<file path="config.mk">
export PLATFORM = sky130hd
export DESIGN_NAME = cfpc_vertex_cell
export DESIGN_NICKNAME = d
export VERILOG_FILES = /design/src/rtl/cfpc_pkg.sv /design/src/rtl/cfpc_vertex_cell.sv
export SDC_FILE = /design/constraint.sdc
export NUM_CORES = 1
export LEC_CHECK = 0
export ABC_AREA = 1
export BUFFER_PORTS_ARGS = -buffer_cell sky130_fd_sc_hd__buf_2
export CAP_MARGIN = 5
export CORE_AREA = 2 2 112 114
export CTS_CLUSTER_SIZE = 25
export DETAILED_ROUTE_END_ITERATION = 12
export DIE_AREA = 0 0 114 116
export GPL_TIMING_DRIVEN = 0
export PLACE_DENSITY_LB_ADDON = 0.25
export SYNTH_ARGS = -nofsm -noshare
export SYNTH_HDL_FRONTEND = slang
export SYNTH_SLANG_ARGS = --single-unit
export TNS_END_PERCENT = 50
</file>
<file path="constraint.sdc">
create_clock -name clock -period 4.9 [get_ports clock]
set_clock_uncertainty 0.15 [all_clocks]
set_input_delay 0.735 -clock clock [delete_from_list [all_inputs] [get_ports clock]]
set_output_delay 0.735 -clock clock [all_outputs]
set_load 0.05 [all_outputs]
</file>
<file path="src/rtl/cfpc_pkg.sv">
// shared types, codes and helpers for the convex face point classifier
package cfpc_pkg;

   localparam int unsigned VERTEX_SLOTS_DEF = 16;
   localparam int unsigned COORD_W = 32;
   localparam int unsigned TOL_W = 17;
   localparam int unsigned PTOL_W = 32;

   // request commands
   localparam logic [2:0] CMD_NORMAL = 3'd0;
   localparam logic [2:0] CMD_VERTEX = 3'd1;
   localparam logic [2:0] CMD_BOX_LO = 3'd2;
   localparam logic [2:0] CMD_BOX_HI = 3'd3;
   localparam logic [2:0] CMD_QUERY  = 3'd4;

   // register indexes
   localparam logic [1:0] REG_COORD_TOL = 2'd0;
   localparam logic [1:0] REG_BOX_TOL   = 2'd1;
   localparam logic [1:0] REG_PROD_TOL  = 2'd2;

   // projection planes
   localparam logic [1:0] PLANE_XY = 2'd0;
   localparam logic [1:0] PLANE_XZ = 2'd1;
   localparam logic [1:0] PLANE_YZ = 2'd2;

   // point classes
   localparam logic [1:0] CLS_OUTSIDE = 2'd0;
   localparam logic [1:0] CLS_INSIDE  = 2'd1;
   localparam logic [1:0] CLS_EDGE    = 2'd2;

   typedef struct packed {
      logic signed [COORD_W-1:0] x;
      logic signed [COORD_W-1:0] y;
      logic signed [COORD_W-1:0] z;
   } vertex_type;

   typedef struct packed {
      logic signed [COORD_W-1:0] u;
      logic signed [COORD_W-1:0] v;
   } uv_type;

   // evaluator status seen by the sequencer
   typedef struct packed {
      logic       busy;
      logic       decided;
      logic [1:0] cls;
      logic       crossed;
   } eval_status_type;

   // project a vertex onto the chosen plane
   function automatic uv_type project(input vertex_type p, input logic [1:0] plane);
      uv_type r;
      case (plane)
         PLANE_YZ: begin
            r.u = p.y;
            r.v = p.z;
         end
         PLANE_XZ: begin
            r.u = p.x;
            r.v = p.z;
         end
         default: begin
            r.u = p.x;
            r.v = p.y;
         end
      endcase
      return r;
   endfunction

endpackage

</file>
<file path="src/rtl/cfpc_vertex_cell.sv">
// one vertex cell of the rotating vertex chain
module cfpc_vertex_cell (
   input  logic                clock,
   input  logic                write_en,
   input  cfpc_pkg::vertex_type write_data,
   input  logic                shift_en,
   input  cfpc_pkg::vertex_type shift_data,
   output cfpc_pkg::vertex_type vertex
);
   import cfpc_pkg::*;

   vertex_type vertex_ff;

   // load a new vertex or take the neighbor's during rotation
   always_ff @(posedge clock) begin
      if (write_en) begin
         vertex_ff <= write_data;
      end else if (shift_en) begin
         vertex_ff <= shift_data;
      end
   end

   assign vertex = vertex_ff;
endmodule

</file>
==> run metrics <==
antenna violations before repair 0; fin crit share 0.4296; core area 0.01191 mm2; Least-Margin Pin Slew 637.4 ps; initial core utilization 0.3460; total number of yosys warnings 0; maximum VDD drop 0.0001570 V; max reg flops 96; most common cell in the synthesized netlist nand2_1; Final HPWL DP 9613 um; Max Cap Violations 0; Synth Net Count 602; Pint 1551 uW; Die Y 116 um; Setup CP Type input port to flip-flop; final hold violations 0; largest net degree at the start of global routing 53; hold_buf cts 0; clock sinks 96; Max Freq 0.4750 GHz; Slew Viols, Final 0; gr ovfl total 0; IO Count 291; starting DRC count in detailed routing 198; clock slew at reported path FFs 60 ps; routed length per placed instance 14.22 um; Critical Path Fanout Max 52; Synth Area per Inst 10.13 um2; total number of vias 3,746; Crit path required time 4770 ps; width of the die 114 um; port buffer count 289; Synth area leader edfxtp_1; antenna viol nets, final 0; Leakage 0.003236 uW; Power Density 382.0 mW/mm2; register share of total power 0.445; Slew HR 0.5751; distinct cell type count after synthesis 7; Synth top cells by count 288 x nand2_1, 96 x edfxtp_1, 14 x buf_2; placement row count 40; clk root buf clkbuf_16; Post-Syn Area 0.004121 mm2; vias per cell 4.351; clk buf depth 2; # nets final 903; first-pass GRT wire length 18,080 um; Area Overhead vs Synth 47.15%; Final min period 2105 ps; fillers 1,143; gp weighted congestion 0.7822; Die ar. 0.01322 mm2; Post-synth EDFFs 96; cells after synthesis 407; register bit total from synthesis 96; number of global-route vias before repair 3,626; H-tree levels 3; final WL 12,250 um; DRC 0; top cells by area, synth edfxtp_1 70%, nand2_1 26%, buf_2 1.7%; Critical Path End Type flip-flop; setup violators final 0; drt pass-1 iters 4; post-route setup TNS 0 ps; status finished clean; Synth async-reset ratio 0; clock share of power 0.294; switching share of power 0.3307; combinational power share 0.261; Synth Flop Type edfxtp_1; Psw 766.2 uW; total CTS buffers 9; startpoint types input port; post-CTS setup buffer count 0; Worst EP arrival 1980 ps; WHS 501.8 ps; Post-CTS Resized 0; total power 2317 uW; layout cells sized above 1 0.4558; Hold Crit Class input port to flip-flop; unrepaired setup endpoints after global routing no; CTS tree done; sequential element share of the synthesized area 0.6995; GRT Util Overall 0.1821; share of the synthesized area in the top cell type 0.6995
per-layer routing:
| layer | GRT usage | routed length (um) | share of wire |
|---|---|---|---|
| met2 | 0.3306 | 6305 | 0.51 |
| met5 | 0 | 0 | 0 |
| met4 | 0.07724 | 210 | 0.017 |
| met1 | 0.1903 | 4492 | 0.37 |
| met3 | 0.06695 | 1238 | 0.10 |
path summary, 6_finish.rpt:
kind           from          to  slack [ps]  cells past startpoint
min   shift_data[6]   vertex[6]         500                      3
max        write_en  vertex[36]        2790                      4
cell type report:
| cell class | instances | area (um2) | area share |
|---|---|---|---|
| multi-input combinational | 289 | 1090 | 0.1797 |
| timing repair buffer | 290 | 1474 | 0.2430 |
| antenna | 1 | 2.502 | 0.0004126 |
| sequential | 96 | 2883 | 0.4753 |
| tap | 147 | 183.9 | 0.03033 |
| buffer | 21 | 145.1 | 0.02393 |
| clock buffer | 11 | 232.7 | 0.03837 |
| inverter | 1 | 6.256 | 0.001032 |
| clock inverter | 5 | 47.55 | 0.007840 |
power by group through the flow:
stage,Clock (uW),Combinational [uW],Sequential (uW)
CTS,695,612,1030
global placement,0,604,1050
floorplan,0,90.1,1370
detailed placement,0,611,1050
global route,727,643,1040
finish,682,605,1030
critical path: stages:
cell	delay, ps
buf_4	160
buf_6	160
or2_4	540
buf_16	340
placed cells by master, fill, tap and decap left out:
cell	n
clkinv_2	2
inv_4	1
nand2_1	288
bufinv_16	1
edfxtp_1	96
diode_2	1
or2_4	1
clkbuf_16	9
buf_2	303
buf_16	1
buf_6	6
clkinv_1	2
buf_4	1
clkbuf_1	2
per-stage QoR:
stage               instances  utilization  cell area [um2]  setup WS [ps]
global route              860       0.5089             6062           2693
floorplan                 407            -             4121           2139
detailed placement        844       0.4854             5782           2394
finish                    861       0.5091             6065           2795
global placement          843       0.4829             5752           1521
CTS                       860       0.5089             6062           2759
kinds of logic (layout without fill, tap and decap cells):
group,Yosys count,after routing,share of synthesized area
flops,96,96,0.6995
buf+inv,22,328,0.03673
other cells,0,1,0
simple gates,289,289,0.2638
Note: power is estimated with default switching activity, not from simulation.
